===== config.mk =====
export PLATFORM = sky130hd
export DESIGN_NAME = bit_file_to_bin_converter_core_flat
export DESIGN_NICKNAME = d
export VERILOG_FILES = /design/src/rtl/bfb_pkg.sv /design/src/rtl/bfb_in_if.sv /design/src/rtl/bfb_out_if.sv /design/src/rtl/bfb_front.sv /design/src/rtl/bfb_queue.sv /design/src/rtl/bfb_back.sv /design/src/rtl/bit_file_to_bin_converter_core.sv /design/src/flat_wrapper.sv
export SDC_FILE = /design/constraint.sdc
export NUM_CORES = 1
export LEC_CHECK = 0
export ABC_AREA = 1
export BUFFER_PORTS_ARGS = -buffer_cell sky130_fd_sc_hd__buf_2
export CORE_MARGIN = 1.5
export CORE_UTILIZATION = 55
export DETAILED_ROUTE_END_ITERATION = 10
export HOLD_SLACK_MARGIN = 0.08
export PLACE_DENSITY_LB_ADDON = 0.25
export SKIP_CTS_REPAIR_TIMING = 1
export SLEW_MARGIN = 20
export SYNTH_ARGS = -nofsm -noshare
export SYNTH_HDL_FRONTEND = slang
export SYNTH_SLANG_ARGS = --single-unit

===== constraint.sdc =====
create_clock -name clk -period 4.9 [get_ports clk]
set_clock_uncertainty 0.1 [all_clocks]
set_input_delay 0.98 -clock clk [delete_from_list [all_inputs] [get_ports clk]]
set_output_delay 0.98 -clock clk [all_outputs]
set_load 0.02 [all_outputs]

===== src/rtl/bfb_pkg.sv =====
// Shared types and constants for the bit-file to bin converter.
// Holds the magic header table, result codes and the front-to-back queue entry.
// No dependencies.
`default_nettype none

package bfb_pkg;

	// Length of the fixed magic header at the start of the file.
	localparam int unsigned MAGIC_LEN = 13;

	// Section key that introduces the payload size.
	localparam logic [7:0] PAYLOAD_KEY = 8'h65;

	// Default depth of the queue between front and back.
	localparam int unsigned QUEUE_DEPTH = 4;

	// Result codes carried in the kind field.
	typedef enum logic [1:0] {
		KIND_WORD      = 2'd0,
		KIND_BAD_MAGIC = 2'd1,
		KIND_MISMATCH  = 2'd2,
		KIND_TRUNCATED = 2'd3
	} kind_t;

	// One entry of the queue: either a finished result without payload
	// (error or empty payload) or one payload byte for the word packer.
	typedef struct packed {
		logic       is_result;  // entry is a result of its own, no byte
		kind_t      kind;       // result code when is_result is set
		logic [7:0] data;       // payload byte
		logic [2:0] count;      // bytes in the word including this one
		logic       emit;       // this byte closes a word or the file
		logic       last;       // the result is the final one
	} op_t;

	// Expected header byte at a given position; positions past the header
	// report no match so that any byte there is rejected.
	function automatic logic magic_match(input logic [3:0] idx, input logic [7:0] b);
		logic [7:0] exp;
		logic       ok;
		ok = 1'b1;
		case (idx)
			4'd0:    exp = 8'h00;
			4'd1:    exp = 8'h09;
			4'd2:    exp = 8'h0F;
			4'd3:    exp = 8'hF0;
			4'd4:    exp = 8'h0F;
			4'd5:    exp = 8'hF0;
			4'd6:    exp = 8'h0F;
			4'd7:    exp = 8'hF0;
			4'd8:    exp = 8'h0F;
			4'd9:    exp = 8'hF0;
			4'd10:   exp = 8'h00;
			4'd11:   exp = 8'h00;
			4'd12:   exp = 8'h01;
			default: begin
				exp = 8'h00;
				ok  = 1'b0;
			end
		endcase
		return ok && (b == exp);
	endfunction

endpackage

`default_nettype wire


===== src/rtl/bfb_in_if.sv =====
// Byte stream channel into the converter: valid/ready with one file byte per beat.
// No dependencies.
`default_nettype none

interface bfb_in_if;
	logic       valid;
	logic       ready;
	logic [7:0] data_byte;
	logic       file_last;

	modport source (output valid, output data_byte, output file_last, input ready);
	modport sink   (input valid, input data_byte, input file_last, output ready);
endinterface

`default_nettype wire


===== src/rtl/bfb_out_if.sv =====
// Result channel out of the converter: valid/ready with one result per beat.
// No dependencies.
`default_nettype none

interface bfb_out_if;
	logic        valid;
	logic        ready;
	logic [1:0]  kind;
	logic [31:0] word;
	logic [2:0]  bytes_valid;
	logic        last;

	modport source (output valid, output kind, output word, output bytes_valid,
		output last, input ready);
	modport sink   (input valid, input kind, input word, input bytes_valid,
		input last, output ready);
endinterface

`default_nettype wire


===== src/rtl/bfb_front.sv =====
// Front end of the converter: accepts file bytes, walks the header and sections,
// and pushes results or payload bytes into the queue. Depends on bfb_pkg, bfb_in_if.
`default_nettype none

module bfb_front (
	input  wire logic   clk,
	input  wire logic   arst_n,
	bfb_in_if.sink      stream,
	input  wire logic   q_full,
	output logic        push,
	output bfb_pkg::op_t push_op
);

	typedef enum logic [2:0] {
		PH_MAGIC,
		PH_KEY,
		PH_ZERO,
		PH_LEN,
		PH_DATA,
		PH_SIZE,
		PH_PAYLOAD,
		PH_DONE
	} phase_t;

	phase_t      phase_q, phase_n;
	logic [3:0]  hidx_q, hidx_n;
	logic [7:0]  sec_q, sec_n;
	logic [23:0] size_q, size_n;
	logic [22:0] rem_q, rem_n;
	logic [1:0]  biw_q, biw_n;

	logic        beat;
	logic        push_v;
	logic        trunc_chk;
	logic [7:0]  b;
	logic        fl;
	logic [24:0] size_sum;
	logic [2:0]  count;
	logic [7:0]  sec_dec;

	// A byte is taken whenever the queue has room, also after the file has finished.
	assign stream.ready = !q_full;
	assign beat         = stream.valid && stream.ready;
	assign b            = stream.data_byte;
	assign fl           = stream.file_last;
	assign push         = beat && push_v;

	// Parser next state and queue entry for the current byte.
	always_comb begin
		phase_n   = phase_q;
		hidx_n    = hidx_q;
		sec_n     = sec_q;
		size_n    = size_q;
		rem_n     = rem_q;
		biw_n     = biw_q;
		push_v    = 1'b0;
		trunc_chk = 1'b0;
		push_op   = '0;
		size_sum  = '0;
		count     = {1'b0, biw_q} + 3'd1;
		sec_dec   = sec_q - 8'd1;

		case (phase_q)
			PH_MAGIC: begin
				if (!bfb_pkg::magic_match(hidx_q, b)) begin
					push_v            = 1'b1;
					push_op.is_result = 1'b1;
					push_op.kind      = bfb_pkg::KIND_BAD_MAGIC;
					push_op.last      = 1'b1;
					phase_n           = PH_DONE;
				end else begin
					trunc_chk = 1'b1;
					if (hidx_q == 4'(bfb_pkg::MAGIC_LEN - 1)) begin
						hidx_n  = '0;
						phase_n = PH_KEY;
					end else begin
						hidx_n = hidx_q + 4'd1;
					end
				end
			end
			PH_KEY: begin
				hidx_n    = {3'b000, b == bfb_pkg::PAYLOAD_KEY};
				phase_n   = PH_ZERO;
				trunc_chk = 1'b1;
			end
			PH_ZERO: begin
				if (b != 8'h00) begin
					push_v            = 1'b1;
					push_op.is_result = 1'b1;
					push_op.kind      = bfb_pkg::KIND_MISMATCH;
					push_op.last      = 1'b1;
					phase_n           = PH_DONE;
				end else begin
					trunc_chk = 1'b1;
					if (hidx_q != 4'd0) begin
						hidx_n  = '0;
						size_n  = '0;
						phase_n = PH_SIZE;
					end else begin
						phase_n = PH_LEN;
					end
				end
			end
			PH_LEN: begin
				sec_n     = b;
				phase_n   = (b != 8'h00) ? PH_DATA : PH_KEY;
				trunc_chk = 1'b1;
			end
			PH_DATA: begin
				sec_n     = sec_dec;
				trunc_chk = 1'b1;
				if (sec_dec == 8'h00) begin
					phase_n = PH_KEY;
				end
			end
			PH_SIZE: begin
				size_n = {size_q[15:0], b};
				if (hidx_q == 4'd2) begin
					hidx_n   = '0;
					size_sum = {1'b0, size_n} + 25'd3;
					rem_n    = size_sum[24:2];
					biw_n    = '0;
					if (size_sum[24:2] == 23'd0) begin
						// Empty payload: one word result with nothing in it.
						push_v            = 1'b1;
						push_op.is_result = 1'b1;
						push_op.kind      = bfb_pkg::KIND_WORD;
						push_op.last      = 1'b1;
						phase_n           = PH_DONE;
					end else begin
						trunc_chk = 1'b1;
						phase_n   = PH_PAYLOAD;
					end
				end else begin
					hidx_n    = hidx_q + 4'd1;
					trunc_chk = 1'b1;
				end
			end
			PH_PAYLOAD: begin
				push_v       = 1'b1;
				push_op.data = b;
				push_op.kind = bfb_pkg::KIND_WORD;
				push_op.count = count;
				if (count == 3'd4) begin
					rem_n         = rem_q - 23'd1;
					biw_n         = '0;
					push_op.emit  = 1'b1;
					push_op.last  = (rem_q == 23'd1) || fl;
					if ((rem_q == 23'd1) || fl) begin
						phase_n = PH_DONE;
					end
				end else if (fl) begin
					biw_n        = '0;
					push_op.emit = 1'b1;
					push_op.last = 1'b1;
					phase_n      = PH_DONE;
				end else begin
					biw_n = count[1:0];
				end
			end
			PH_DONE: begin
			end
			default: begin
				phase_n = PH_DONE;
			end
		endcase

		// End of file anywhere before the payload.
		if (trunc_chk && fl) begin
			push_v            = 1'b1;
			push_op           = '0;
			push_op.is_result = 1'b1;
			push_op.kind      = bfb_pkg::KIND_TRUNCATED;
			push_op.last      = 1'b1;
			phase_n           = PH_DONE;
		end
	end

	// Parser state, updated on every accepted beat.
	always_ff @(posedge clk or negedge arst_n) begin
		if (!arst_n) begin
			phase_q <= PH_MAGIC;
			hidx_q  <= '0;
			sec_q   <= '0;
			size_q  <= '0;
			rem_q   <= '0;
			biw_q   <= '0;
		end else if (beat) begin
			phase_q <= phase_n;
			hidx_q  <= hidx_n;
			sec_q   <= sec_n;
			size_q  <= size_n;
			rem_q   <= rem_n;
			biw_q   <= biw_n;
		end
	end

endmodule

`default_nettype wire


===== src/rtl/bfb_queue.sv =====
// Short first-in first-out queue of parser entries between front and back.
// Depends on bfb_pkg.
`default_nettype none

module bfb_queue #(
	parameter int unsigned DEPTH = bfb_pkg::QUEUE_DEPTH
) (
	input  wire logic          clk,
	input  wire logic          arst_n,
	input  wire logic          push,
	input  wire bfb_pkg::op_t  push_op,
	output logic               full,
	input  wire logic          pop,
	output bfb_pkg::op_t       pop_op,
	output logic               empty
);

	localparam int unsigned PW = (DEPTH > 1) ? $clog2(DEPTH) : 1;
	localparam int unsigned CW = $clog2(DEPTH + 1);

	bfb_pkg::op_t  mem_q [DEPTH];
	logic [PW-1:0] wr_q, rd_q;
	logic [CW-1:0] cnt_q;
	logic          do_push, do_pop;

	assign full    = (cnt_q == CW'(DEPTH));
	assign empty   = (cnt_q == '0);
	assign do_push = push && !full;
	assign do_pop  = pop && !empty;
	assign pop_op  = mem_q[rd_q];

	// Entry storage.
	always_ff @(posedge clk) begin
		if (do_push) begin
			mem_q[wr_q] <= push_op;
		end
	end

	// Pointers and fill count.
	always_ff @(posedge clk or negedge arst_n) begin
		if (!arst_n) begin
			wr_q  <= '0;
			rd_q  <= '0;
			cnt_q <= '0;
		end else begin
			if (do_push) begin
				wr_q <= (wr_q == PW'(DEPTH - 1)) ? '0 : wr_q + PW'(1);
			end
			if (do_pop) begin
				rd_q <= (rd_q == PW'(DEPTH - 1)) ? '0 : rd_q + PW'(1);
			end
			case ({do_push, do_pop})
				2'b10:   cnt_q <= cnt_q + CW'(1);
				2'b01:   cnt_q <= cnt_q - CW'(1);
				default: cnt_q <= cnt_q;
			endcase
		end
	end

endmodule

`default_nettype wire


===== src/rtl/bfb_back.sv =====
// Back end of the converter: packs payload bytes into words and holds the
// result register. Depends on bfb_pkg, bfb_out_if.
`default_nettype none

module bfb_back (
	input  wire logic          clk,
	input  wire logic          arst_n,
	input  wire logic          q_empty,
	input  wire bfb_pkg::op_t  q_op,
	output logic               pop,
	bfb_out_if.source          result
);

	logic          valid_q;
	bfb_pkg::kind_t kind_q;
	logic [31:0]   word_q;
	logic [2:0]    bv_q;
	logic          last_q;
	logic [23:0]   held_q;
	logic [31:0]   acc;
	logic          can_take;

	// The result register may be refilled when empty or being taken.
	assign can_take = !valid_q || result.ready;
	assign pop      = !q_empty && can_take;
	assign acc      = {held_q, q_op.data};

	assign result.valid       = valid_q;
	assign result.kind        = kind_q;
	assign result.word        = word_q;
	assign result.bytes_valid = bv_q;
	assign result.last        = last_q;

	// Result valid flag and partial word; newest byte enters at bits 7:0.
	always_ff @(posedge clk or negedge arst_n) begin
		if (!arst_n) begin
			valid_q <= 1'b0;
			held_q  <= '0;
		end else begin
			if (result.ready) begin
				valid_q <= 1'b0;
			end
			if (pop) begin
				if (q_op.is_result || q_op.emit) begin
					valid_q <= 1'b1;
					held_q  <= '0;
				end else begin
					held_q <= acc[23:0];
				end
			end
		end
	end

	// Result payload.
	always_ff @(posedge clk) begin
		if (pop) begin
			if (q_op.is_result) begin
				kind_q <= q_op.kind;
				word_q <= '0;
				bv_q   <= '0;
				last_q <= 1'b1;
			end else if (q_op.emit) begin
				kind_q <= bfb_pkg::KIND_WORD;
				word_q <= acc;
				bv_q   <= q_op.count;
				last_q <= q_op.last;
			end
		end
	end

endmodule

`default_nettype wire


===== src/rtl/bit_file_to_bin_converter_core.sv =====
// Top level of the bit-file to bin converter: parser front, entry queue, word back.
// Depends on bfb_pkg, bfb_in_if, bfb_out_if, bfb_front, bfb_queue, bfb_back.
//
// Channel  Modport  Beat carries
// stream   sink     data_byte[7:0], file_last
// result   source   kind[1:0], word[31:0], bytes_valid[2:0], last
//
// One byte is taken per cycle while the queue has room; the result a byte causes is
// registered first as a queue entry, then in the result register.
// The queue (QUEUE_DEPTH entries) lets the parser keep taking bytes while the result
// side stalls; when it fills, stream.ready drops.
// arst_n returns the parser to the magic header check and empties the queue.
// After the final result every byte is taken and dropped until reset.
`default_nettype none

module bit_file_to_bin_converter_core #(
	parameter int unsigned QUEUE_DEPTH = bfb_pkg::QUEUE_DEPTH
) (
	input  wire logic  clk,
	input  wire logic  arst_n,
	bfb_in_if.sink     stream,
	bfb_out_if.source  result
);

	logic         push, q_full, pop, q_empty;
	bfb_pkg::op_t push_op, pop_op;

	bfb_front u_front (
		.clk     (clk),
		.arst_n  (arst_n),
		.stream  (stream),
		.q_full  (q_full),
		.push    (push),
		.push_op (push_op)
	);

	bfb_queue #(
		.DEPTH (QUEUE_DEPTH)
	) u_queue (
		.clk     (clk),
		.arst_n  (arst_n),
		.push    (push),
		.push_op (push_op),
		.full    (q_full),
		.pop     (pop),
		.pop_op  (pop_op),
		.empty   (q_empty)
	);

	bfb_back u_back (
		.clk     (clk),
		.arst_n  (arst_n),
		.q_empty (q_empty),
		.q_op    (pop_op),
		.pop     (pop),
		.result  (result)
	);

endmodule

`default_nettype wire


===== src/flat_wrapper.sv =====
// flat-port wrapper written by rule: the top's interface ports become plain ports
module bit_file_to_bin_converter_core_flat 
#(
	parameter int unsigned QUEUE_DEPTH = bfb_pkg::QUEUE_DEPTH
)
  (clk, arst_n, stream_valid, stream_data_byte, stream_file_last, stream_ready, result_valid, result_kind, result_word, result_bytes_valid, result_last, result_ready);
  bfb_in_if stream_i ();
  bfb_out_if result_i ();
  input  wire logic clk;
  input  wire logic arst_n;
  input wire logic [$bits(stream_i.valid)-1:0] stream_valid;
  input wire logic [$bits(stream_i.data_byte)-1:0] stream_data_byte;
  input wire logic [$bits(stream_i.file_last)-1:0] stream_file_last;
  output wire logic [$bits(stream_i.ready)-1:0] stream_ready;
  output wire logic [$bits(result_i.valid)-1:0] result_valid;
  output wire logic [$bits(result_i.kind)-1:0] result_kind;
  output wire logic [$bits(result_i.word)-1:0] result_word;
  output wire logic [$bits(result_i.bytes_valid)-1:0] result_bytes_valid;
  output wire logic [$bits(result_i.last)-1:0] result_last;
  input wire logic [$bits(result_i.ready)-1:0] result_ready;
  assign stream_i.valid = stream_valid;
  assign stream_i.data_byte = stream_data_byte;
  assign stream_i.file_last = stream_file_last;
  assign stream_ready = stream_i.ready;
  assign result_valid = result_i.valid;
  assign result_kind = result_i.kind;
  assign result_word = result_i.word;
  assign result_bytes_valid = result_i.bytes_valid;
  assign result_last = result_i.last;
  assign result_i.ready = result_ready;
  bit_file_to_bin_converter_core #(.QUEUE_DEPTH(QUEUE_DEPTH)) u_core (.clk(clk), .arst_n(arst_n), .stream(stream_i), .result(result_i));
endmodule

# Yosys cells after proc, flatten, opt, wreduce, memory -nomap -nowiden
# Memories as Yosys holds them, arrays and structs flattened.
# Index checks and enable logic that the tools add are counted.
[word_totals]
ff_bits = 126
ramBits = 64
inputBits = 13
output_inout_bits = 40
n_memories = 1
[classes]
addsub = 9
eq_ne = 37
muxes = 70
n_reduce_logical = 38
[mem_list]
columns = ["name", "words", "word_bits", "rd", "rd_ports_with_merged_regs", "wr", "line_no", "source"]
rows = [
  ["u_core.u_queue.mem_q", 4, 16, 1, 0, 1, "bfb_queue.sv:21", "bfb_pkg::op_t mem_q [DEPTH];"],
]
[ops]
columns = ["operator", "n"]
rows = [
  ["2-to-1 mux 16 bit", 3],
  ["2-to-1 mux 3 bit", 16],
  ["2-to-1 mux 23 bit", 2],
  ["one-hot mux 23 bit (2 select lines)", 1],
  ["2-to-1 mux 32 bit", 1],
  ["one-hot mux 16 bit (2 select lines)", 1],
  ["one-hot mux 8 bit (4 select lines)", 1],
  ["adder 24 x 2 -> 25 bit, second input constant", 1],
  ["2-to-1 mux 24 bit", 1],
  ["== test 23 x 1 -> 1 bit, second input constant", 1],
  ["zero test 23 bit", 1],
  ["subtractor 23 x 1 -> 23 bit, second input constant", 1],
  ["one-hot mux 3 bit (7 select lines)", 1],
  ["== test 4 bit, second input constant", 5],
  ["2-to-1 mux 4 bit", 5],
  ["2-to-1 mux 1 bit", 18],
  ["2-to-1 mux 2 bit", 9],
  ["== test 4 x 3 -> 1 bit, second input constant", 4],
  ["one-hot mux 4 bit (4 select lines)", 1],
  ["one-hot mux 8 bit (2 select lines)", 1],
  ["nonzero test 8 bit", 2],
  ["== test 3 bit, second input constant", 5],
  ["OR reduction 13 bit", 1],
  ["2-to-1 mux 12 bit", 1],
  ["other kinds (38)", 71],
]

# Longest topological paths before layout
# Gate-level depths: netlist of run 1.
[depth]
ltp_word = 14
depth_mapped = 24
depth_no_buf = 24

# Hierarchy
# A second synthesis of run 1 with hierarchy kept.
[hier_totals]
hier_cells = 1205
area_unflattened_um2 = 10281.1
[by_module_without_submodules]
columns = ["module", "n_inst", "cells_per_inst", "area_per_inst_um2"]
rows = [
  ["bfb_front", 1, 703, 4479.3],
  ["bfb_queue", 1, 247, 3243.1],
  ["bfb_back", 1, 255, 2558.7],
]

# Worst setup path after synthesis of run 1
# OpenSTA, ideal clock, no wires.
[synth_timing]
path_type = "flip-flop to flip-flop"
from = "register u_core.u_queue.rd_q[0]"
to = "register u_core.u_back.bv_q[0] (netlist: u_core.u_back.result.bytes_valid[0]) (enable)"
arrival_ns = 3.282
t_required_ns = 4.367
path_slack_ns = 1.084
path_stages_with_launch = 10
path_buffers = 2
cell_sequence = "dfrtp_1 clkbuf_1 inv_1 nand2_1 a32oi_1 inv_2 nand3_2 inv_2 buf_2 nor2_1"
[synth_via]
elab_chain_cells = 3
[synth_lines]
columns = ["item", "line_no", "source"]
rows = [
  ["from (decl)", "bfb_queue.sv:22", "logic [PW-1:0] wr_q, rd_q;"],
  ["from (signal assigned)", "bfb_queue.sv:50", "rd_q <= (rd_q == PW'(DEPTH - 1)) ? '0 : rd_q + PW'(1);"],
  ["memory read (4 x 16 bit)", "-", ""],
  ["nonzero test 2 bit (no source line)", "-", ""],
  ["AND reduction 2 bit (no source line)", "-", ""],
  ["to (signal assigned)", "bfb_back.sv:65", "bv_q <= q_op.count;"],
  ["to (decl)", "bfb_back.sv:17", "logic [2:0] bv_q;"],
]
# No other way between the ends.
# A chain may end at the register's enable or synchronous reset.

# Final worst setup path of run 1
[layout_timing]
from = "input port stream_data_byte[2]"
to = "register u_core.u_queue.cnt_q[2]"
[layout_via]
elab_chain_cells = 11
word_cells_on_any_way = 23
classes_between = "add/sub: 1; eq/ne: 3; mux: 12; reduce/logical: 7"
[layout_lines]
columns = ["item", "line_no", "source"]
rows = [
  ["from (decl)", "flat_wrapper.sv:12", "input wire logic [$bits(stream_i.data_byte)-1:0] stream_data_byte;"],
  ["adder 24 x 2 -> 25 bit", "bfb_front.sv:120", "size_sum = {1'b0, size_n} + 25'd3;"],
  ["zero test 23 bit", "bfb_front.sv:123", "if (size_sum[24:2] == 23'd0) begin"],
  ["2-to-1 mux 1 bit", "bfb_front.sv:123", ""],
  ["2-to-1 mux 1 bit", "bfb_front.sv:118", "if (hidx_q == 4'd2) begin"],
  ["one-hot mux 1 bit (4 select lines)", "bfb_front.sv:63", "case (phase_q)"],
  ["logical AND 1 bit", "bfb_front.sv:169", "if (trunc_chk && fl) begin"],
  ["2-to-1 mux 1 bit *", "bfb_front.sv:169", ""],
  ["logical AND 1 bit *", "bfb_front.sv:46", "assign push = beat && push_v;"],
  ["logical AND 1 bit *", "bfb_queue.sv:28", "assign do_push = push && !full;"],
  ["== test 2 x 1 -> 1 bit / == test 2 bit (equally long branches)", "bfb_queue.sv:52", "case ({do_push, do_pop})"],
  ["one-hot mux 3 bit (2 select lines) / nonzero test 2 bit (equally long branches)", "-", ""],
  ["to (signal assigned)", "bfb_queue.sv:53", "2'b10: cnt_q <= cnt_q + CW'(1);"],
  ["to (signal assigned)", "bfb_queue.sv:54", "2'b01: cnt_q <= cnt_q - CW'(1);"],
  ["to (signal assigned)", "bfb_queue.sv:55", "default: cnt_q <= cnt_q;"],
  ["to (decl)", "bfb_queue.sv:23", "logic [CW-1:0] cnt_q;"],
]
# Mark *: on every way between the ends. The rest lies on a longest branch, timed or not.

==> results of run 1 <==
sequential cells by signal, summed over array words and instances, names as in the netlist, 3 cells and up:
register                          count
u_core.u_queue.cnt_q                  3
u_core.u_front.sec_q                  8
u_core.u_back.held_q                 24
u_core.u_back.result.word            32
u_core.u_back.result.bytes_valid      3
u_core.u_front.phase_q                3
u_core.u_front.rem_q                 23
u_core.u_front.hidx_q                 4
u_core.u_front.size_q                16
u_core.u_queue.mem_q                 64
per-layer routing:
layer	vias to the layer above	track usage
met5	-	0
met2	217	0.442
li1	3731	-
met3	47	0.0345
met4	0	0.102
met1	3585	0.316
area by class of cell:
class / count / area (µm²)
sequential: 190 / 5270
inverter: 141 / 529
tap: 220 / 275
clock inverter: 14 / 148
clock buffer: 18 / 439
fill: 1433 / 6090
timing repair buffer: 66 / 368
multi-input combinational: 723 / 3650
kinds of logic after synthesis:
logic type | Yosys count | synth area share
buffers and inverters | 173 | 0.0685
AO/OA/AOI/OAI | 200 | 0.121
XOR/XNOR | 15 | 0.0138
flip-flops | 190 | 0.551
AND/OR/NAND/NOR | 492 | 0.224
adder cells (fa/ha/maj) | 16 | 0.0218
worst min-delay path by stage:
stage                                       start                      end  cells after the start
after global placement    u_core.u_queue.cnt_q[1]  u_core.u_queue.cnt_q[1]                      2
after floorplan           u_core.u_queue.cnt_q[0]  u_core.u_queue.cnt_q[0]                      1
after detailed placement  u_core.u_queue.cnt_q[0]  u_core.u_queue.cnt_q[0]                      1
after CTS                 u_core.u_queue.cnt_q[0]  u_core.u_queue.cnt_q[0]                      1
final                     u_core.u_queue.cnt_q[0]  u_core.u_queue.cnt_q[0]                      1
after global routing      u_core.u_queue.cnt_q[0]  u_core.u_queue.cnt_q[0]                      1
metrics by stage:
step	hold WS (ps)	util	worst slack, ps	power, mW	area (µm²)
3_3_place_gp	363	0.602	1060	5.53	10100
2_1_floorplan	346	-	1080	4.74	9550
4_1_cts	378	0.637	1420	6.96	10700
5_1_grt	381	0.637	1060	7.42	10700
3_5_place_dp	365	0.602	985	5.58	10100
6_report	379	0.637	1390	6.93	10700
power breakdown:
part	switching (mW)	leakage, nW	internal, mW	total, mW
logic	2.03	2.22	0.864	2.89
registers	0.297	2.08	2.38	2.68
clock network	0.629	0.290	0.734	1.36
cells in the final DEF (no fill, tap or decap), drive strengths merged, types with 7 or more instances in the layout:
master	Yosys	final
nand2	223	223
xor2	12	12
nor4	7	7
nand4	9	9
o31ai	8	8
inv	140	147
a21oi	42	42
clkbuf	27	18
a32o	8	8
clkinv	1	7
dfrtp	88	88
buf	5	66
o22ai	25	25
edfxtp	102	102
nand3	64	64
nor3	15	15
nor2	172	172
ha	15	15
o21ai	97	97
==> results.toml, run 1 <==
[status]
status = "completed"

[detailed_routing]
ant_nets = 0
dr_wl_met2_um = 10700
wire_per_inst_um = 15.6
dr.pass1.iters = 5
top_layer = "met4"
wl_met1_um = 9250
post_drt_via_cell_ratio = 5.52
routed_wl_um = 21400
dr_wl_met3_um = 895
first_iter_violations = 711
num_vias = 7580
drc = 0

[cells_and_area]
drive_gt1_frac = 0.119
final_nets = 1168
layoutNonFillerInstCount = 1372
diodes = 0
area_growth_pct = 11.8

[synthesis]
synth.area.top_cells = "edfxtp_1, dfrtp_1, nand2_1"
ys.flop_type = "edfxtp_1"
synthTopCellsByCount = "nand2_1, nor2_1, inv_1"
synth_area_mm2 = 0.00955
postSynthNetCount = 1115
synth_top_area_frac = 0.321
synth.yosys.seq_area_share = 0.551
ys_warn_count = 0
synth_largest_area_cell = "edfxtp_1"
synth_area_per_cell_um2 = 8.79
async_flop_share = 0.463
syn_inst = 1086
yosys_register_bits = 190
synth-edff-count = 102
yosysMostFrequentCell = "nand2_1"
yosys.cell_types.count = 45

[flow_run]
maxCapViolations = 0

[setup_path]
setup.worst_path.end_class = "flop"
criticalPathCategory = "input pin to flop"
worst-path-stages = 22
path_common_cell = "nor2_1"
reg2reg_to = "u_core.u_queue.cnt_q[2]"
reg2reg_from = "u_core.u_front.hidx_q[0]"
ff2ff_path_depth = 21
path_buf_inv = 3
crit_path_end = "u_core.u_queue.cnt_q[2]"
cp_top_family = "simple AND/OR/NAND/NOR gates"
critPathSlowestCell = "fa_1"
worst_setup_path_start_kind = "input pin"
crit_arrival_ps = 3760
worstPathMaxFanout = 8
cp.required_ps = 5150
crit_path_start = "stream_data_byte[2]"
reg2reg_slack_ps = 1560
path_cells = "buf_2 -> inv_1 -> nor2_1 -> nand3_1 -> o21ai_1 -> nand2_1 -> nor2_1 -> nand2_1 -> nor2_2 -> nand3_2 -> nand2_2 -> nand2_4 -> nand2_8 -> nand3_4 -> nand2_4 -> ha_1 -> inv_1 -> fa_1 -> nor2_1 -> nor2_1 -> nand2_1 -> xnor2_1"
max_stage_delay_ps = 390

[floorplanning]
die_h_um = 135
die_area_mm2 = 0.0182
start_util = 0.570
die-width_um = 135
coreArea_mm2 = 0.0168
num_rows = 47
io_pins = 53

[sta]
setup_tns_ps = 0
tightest_slew_ps = 987
max_freq_mhz = 285
setup_viol = 0
period_needed_ps = 3510
fin_crit_sh = 0.716
rsz0062_at_grt = "false"
hold_viol = 0
max_slew_margin = 0.342
final_max_slew_viol_count = 0

[clocking]
clkTransAtPathRegs_ps = 70
cts_htree_levels = 4
cts-buffers-inserted = 17
root_buffer = "clkbuf_16"
clk_latency_ps = 430
clockBufferDepth = 2
cts_tree = "built"
clock_sinks = 190

[grt]
grt_overflow_total = 0
antenna_found_initial = 0
grt_first_pass_wirelength_um = 35900
grtUsageTotal = 0.252
grt_max_degree = 48
grt_pass1_vias = 7351

[placed_design]
dp_hpwl_um = 15300
place.gp.congestion = 0.949
port-buffer-count = 52
place_inst = 1340

[power_and_ir_drop]
leakage_nw = 4.59
ir_drop_mv = 0.335
powerDensity_mw_per_mm2 = 649

[worst_hold_path]
hold_class = "flop to flop"
Power figures use the tool's default switching activity.
==> run 2, diff against run 1 <==
==> constraint.sdc (replaced) <==
create_clock -name clk -period 3.3 [get_ports clk]
set_clock_uncertainty 0.1 [all_clocks]
set_input_delay 0.66 -clock clk [delete_from_list [all_inputs] [get_ports clk]]
set_output_delay 0.66 -clock clk [all_outputs]
set_load 0.02 [all_outputs]
==> results.toml, run 2 (synthesis gave the netlist of run 1 again) <==
[detailed_routing]
drc = 0
dr.pass1.iters = 5
post_drt_via_cell_ratio = 5.54
wire_per_inst_um = 15.8
first_iter_violations = 774
routed_wl_um = 22700
num_vias = 7940
ant_nets = 0

[power_and_ir_drop]
seqPwrFrac = 0.371
leakage_nw = 4.91
powerDensity_mw_per_mm2 = 959
comb_power_share = 0.438
p_switching_mw = 4.55
power_mw = 10.8
p_int_mw = 6.24
ir_drop_mv = 0.479
switching_share = 0.422
power.share.clock = 0.191

[status]
status = "completed"

[placed_design]
dpl_cell_area_mm2 = 0.0106
place.gp.congestion = 0.981
dp_hpwl_um = 16100
place_inst = 1400
port-buffer-count = 52

[floorplanning]
coreArea_mm2 = 0.0168
start_util = 0.570
num_rows = 47
die-width_um = 135
die_area_mm2 = 0.0182
io_pins = 53
die_h_um = 135

[setup_path]
criticalPathCategory = "flop to flop"
reg2reg_to = "u_core.u_queue.cnt_q[2]"
crit_arrival_ps = 3400
setup.worst_path.end_class = "flop"
reg2reg_slack_ps = 160
worstPathMaxFanout = 5
worst_setup_path_start_kind = "flop"
crit_path_start = "u_core.u_front.hidx_q[0]"
ff2ff_path_depth = 23
cp.required_ps = 3550
reg2reg_from = "u_core.u_front.hidx_q[0]"

[cells_and_area]
multi_input_area_mm2 = 0.00367
drive_gt1_frac = 0.174
fill_cells = 1355
area_growth_pct = 17.8
final_nets = 1230
layout_commonest_cell = "nand2_1"
final_area_mm2 = 0.0112
largest_register_ffs = 64
regMostFlops = "u_core.u_queue.mem_q"
diodes = 0
seq_area_mm2 = 0.00527
layoutNonFillerInstCount = 1434
final_cell_mix = "nand2_1, nor2_1, inv_1"

[sta]
rsz0062_at_grt = "false"
max_slew_margin = 0.526
max_freq_mhz = 318
final_max_slew_viol_count = 0
tightest_slew_ps = 708
fin_crit_sh = 0.953
setup_viol = 0
hold_viol = 0
period_needed_ps = 3140

[clocking]
root_buffer = "clkbuf_16"
clock_sinks = 190
clkTransAtPathRegs_ps = 70
cts_htree_levels = 4
cts_tree = "built"
clk_latency_ps = 440
cts-buffers-inserted = 17
clockBufferDepth = 2

[flow_run]
maxCapViolations = 0

[grt]
antenna_found_initial = 0
grt_first_pass_wirelength_um = 37200
grt_max_degree = 46
grtUsageTotal = 0.263
grt_pass1_vias = 7589
grt_overflow_total = 0

[worst_hold_path]
hold_class = "input pin to async pin"
==> run 2: cell count changes in the layout (fill, tap and decap cells not counted), moves of 2 or more <==
cell / before / now
o21ai_1: 7 / 9
o21ai_0: 89 / 87
nor2_1: 157 / 152
buf_4: 15 / 71
nor2_2: 11 / 15
inv_8: 2 / 4
buf_12: 0 / 6
inv_1: 134 / 131
inv_2: 6 / 9
==> run 2: worst max-delay path by stage <==
stage                                                endpoint  slack (ps)  cells past startpoint
after CTS                             u_core.u_queue.cnt_q[2]          80                     23
after detailed placement              u_core.u_queue.cnt_q[2]        -200                     23
after floorplan           u_core.u_back.result.bytes_valid[0]         120                      9
final                                 u_core.u_queue.cnt_q[2]         160                     23
after global placement                u_core.u_queue.cnt_q[2]        -130                     23
after global routing                  u_core.u_queue.cnt_q[2]           1                     23
==> run 2: final cells by class <==
cell class	count	share of cell area
multi-input cells	723	0.327
flip-flops and latches	190	0.468
clock buffers	20	0.0406
inverters	141	0.0471
clock inverters	12	0.0121
well taps	220	0.0245
repair buffers	128	0.0808
==> run 2: metrics by stage <==
stage          setup slack [ps]  hold slack (ps)  TNS, ps  utilization
5_1_grt                    1.22              160        0        0.671
2_1_floorplan               122              264        0            -
4_1_cts                    83.5              139        0        0.668
3_3_place_gp               -130              365     -132        0.633
6_report                    156              106        0        0.671
3_5_place_dp               -196              379     -505        0.633
==> run 2: power groups by stage <==
| stage | sequential (mW) | clock [mW] | combinational [mW] |
|---|---|---|---|
| after floorplan | 4.25 | 0 | 2.79 |
| after global placement | 4.01 | 0 | 4.55 |
| after detailed placement | 4.03 | 0 | 4.64 |
| after CTS | 3.99 | 2.10 | 4.68 |
| after global routing | 4.08 | 2.20 | 5.26 |
| final | 4.00 | 2.06 | 4.72 |
==> run 2: critical path: stages, from the launching register on <==
cell,delay (ps)
dfrtp_1,390
buf_4,160
ha_1,200
inv_1,90
nor2_1,50
a31oi_1,230
nand2_1,90
nand2_1,80
nor2_2,50
buf_4,120
nand3_1,80
nand2_1,100
nor2_4,140
nand2_4,80
nand2_8,60
nand3_4,70
nand2_4,60
ha_1,140
inv_1,60
fa_1,370
nor2_1,120
nor2_1,50
nand2_1,70
xnor2_1,110
==> run 2: routing by layer <==
metal	vias up	share of wire	global-route usage
li1	3866	-	-
met1	3733	0.43	0.345
met2	277	0.49	0.438
met3	64	0.047	0.0357
met4	0	0.037	0.121
met5	-	0	0
==> run 3, diff against run 2 <==
--- a/config.mk
+++ b/config.mk
@@ -9,8 +9,10 @@
 export BUFFER_PORTS_ARGS = -buffer_cell sky130_fd_sc_hd__buf_2
 export CORE_MARGIN = 1.5
 export CORE_UTILIZATION = 55
+export CTS_BUF_LIST = sky130_fd_sc_hd__clkbuf_4 sky130_fd_sc_hd__clkbuf_8 sky130_fd_sc_hd__clkbuf_16
 export DETAILED_ROUTE_END_ITERATION = 10
 export HOLD_SLACK_MARGIN = 0.08
+export MAX_ROUTING_LAYER = met4
 export PLACE_DENSITY_LB_ADDON = 0.25
 export SKIP_CTS_REPAIR_TIMING = 1
 export SLEW_MARGIN = 20
==> results.toml, run 3 (synthesis gave the netlist of run 1 again) <==
[detailed_routing]
drc = 0
routed_wl_um = 22500
ant_nets = 0
post_drt_via_cell_ratio = 5.48
dr.pass1.iters = 5
num_vias = 7859
first_iter_violations = 637
wire_per_inst_um = 15.7

[sta]
whs_ps = 105
max_freq_mhz = 325
hold_viol = 0
period_needed_ps = 3070
fin_crit_sh = 0.932
setup_tns_ps = 0
rsz0062_at_grt = "false"
final_max_slew_viol_count = 0
setup_viol = 0
tightest_slew_ps = 747
max_slew_margin = 0.500

[cells_and_area]
drive_gt1_frac = 0.174
final_nets = 1230
area_growth_pct = 17.7
diodes = 0
largest_register_ffs = 64
final_cell_mix = "nand2_1, nor2_1, inv_1"
regMostFlops = "u_core.u_queue.mem_q"
final_area_mm2 = 0.0112
layout_commonest_cell = "nand2_1"

[placed_design]
place.gp.congestion = 0.985
dpl_cell_area_mm2 = 0.0106
port-buffer-count = 52
dp_hpwl_um = 15900

[clocking]
clock_sinks = 190
clockBufferDepth = 2
cts_tree = "built"
root_buffer = "clkbuf_16"
cts_htree_levels = 4
clkTransAtPathRegs_ps = 80
cts-buffers-inserted = 17
clk_latency_ps = 440

[power_and_ir_drop]
p_int_mw = 6.17
power_mw = 10.7
seqPwrFrac = 0.372
p_switching_mw = 4.57
leakage_nw = 4.91
ir_drop_mv = 0.464
power.share.clock = 0.188
comb_power_share = 0.440
powerDensity_mw_per_mm2 = 955
switching_share = 0.426

[worst_hold_path]
hold_class = "input pin to async pin"

[setup_path]
setup.worst_path.end_class = "flop"
worstPathMaxFanout = 3
crit_arrival_ps = 3330
worst_setup_path_start_kind = "flop"
criticalPathCategory = "flop to flop"
cp.required_ps = 3560

[floorplanning]
coreArea_mm2 = 0.0168
num_rows = 47
die_area_mm2 = 0.0182
die_h_um = 135
start_util = 0.570
io_pins = 53
die-width_um = 135

[grt]
grt_first_pass_wirelength_um = 36900
grt_pass1_vias = 7590
grtUsageTotal = 0.268
antenna_found_initial = 0
grt_overflow_total = 0
grt_max_degree = 47

[status]
status = "completed"

[flow_run]
maxCapViolations = 0
## run 3: cell count changes in the layout (fill, tap and decap cells not counted), sizes merged
cell	change
clkinv	+4
clkbuf	-2
bufinv	-1
inv	-1
## run 3: layer usage
metal	wire length [µm]	track usage	vias to the layer above	share of wire
li1	-	-	3857	-
met1	9620	0.332	3715	0.43
met2	11300	0.448	239	0.50
met3	975	0.0349	48	0.043
met4	670	0.109	0	0.030
met5	0	-	-	0
## run 3: layout make-up
class / count / area, µm²
Clock inverter: 14 / 146
Multi-Input combinational cell: 723 / 3680
Tap cell: 220 / 275
Clock buffer: 18 / 439
Timing Repair Buffer: 128 / 908
Fill cell: 1374 / 5520
Sequential cell: 190 / 5270
Inverter: 141 / 529
## run 3: path summary, 6_finish.rpt
check | startpoint | endpoint | slack, ps | cells past startpoint
worst max-delay path | u_core.u_front.hidx_q[1] | u_core.u_queue.cnt_q[2] | 230 | 25
worst min-delay path | arst_n | u_core.u_front.sec_q[3] | 100 | 1
worst max register to register | u_core.u_front.hidx_q[1] | u_core.u_queue.cnt_q[2] | 230 | 25
worst min register to register | u_core.u_front.rem_q[22] | u_core.u_front.rem_q[22] | 390 | 2
max in group asynchronous | arst_n | u_core.u_front.size_q[4] | 2310 | 2
min in group clk | u_core.u_front.rem_q[22] | u_core.u_front.rem_q[22] | 390 | 2
## run 3: power by group through the flow
stage | clock network [mW] | registers [mW] | logic [mW]
final | 2.02 | 3.99 | 4.73
after floorplan | 0 | 4.25 | 2.79
after global routing | 2.12 | 4.07 | 5.26
after detailed placement | 0 | 4.02 | 4.64
after CTS | 2.03 | 3.99 | 4.67
after global placement | 0 | 4.01 | 4.56
## run 3: worst max-delay path, cell delays in order (launching register included)
cell,delay [ps]
dfrtp_1,420
buf_4,160
ha_1,180
inv_1,80
nand2_1,60
nand3_1,70
nand3_1,90
nand2_1,80
nand2_1,40
nand2_1,60
nor2_1,50
buf_4,130
nand3_1,80
nand2_1,90
nor2_4,120
nand2_4,80
nand2_8,60
nand3_4,70
nand2_4,70
ha_1,140
inv_1,60
fa_1,390
nor2_1,110
nor2_1,40
nand2_1,70
xnor2_1,110
## run 3: stage by stage
stage | util | setup WS (ps) | instances
2_1_floorplan | - | 122 | 1086
3_3_place_gp | 0.633 | -91.1 | 1400
3_5_place_dp | 0.633 | -149 | 1400
4_1_cts | 0.668 | 135 | 1432
5_1_grt | 0.671 | 2.31 | 1434
6_report | 0.671 | 225 | 1434
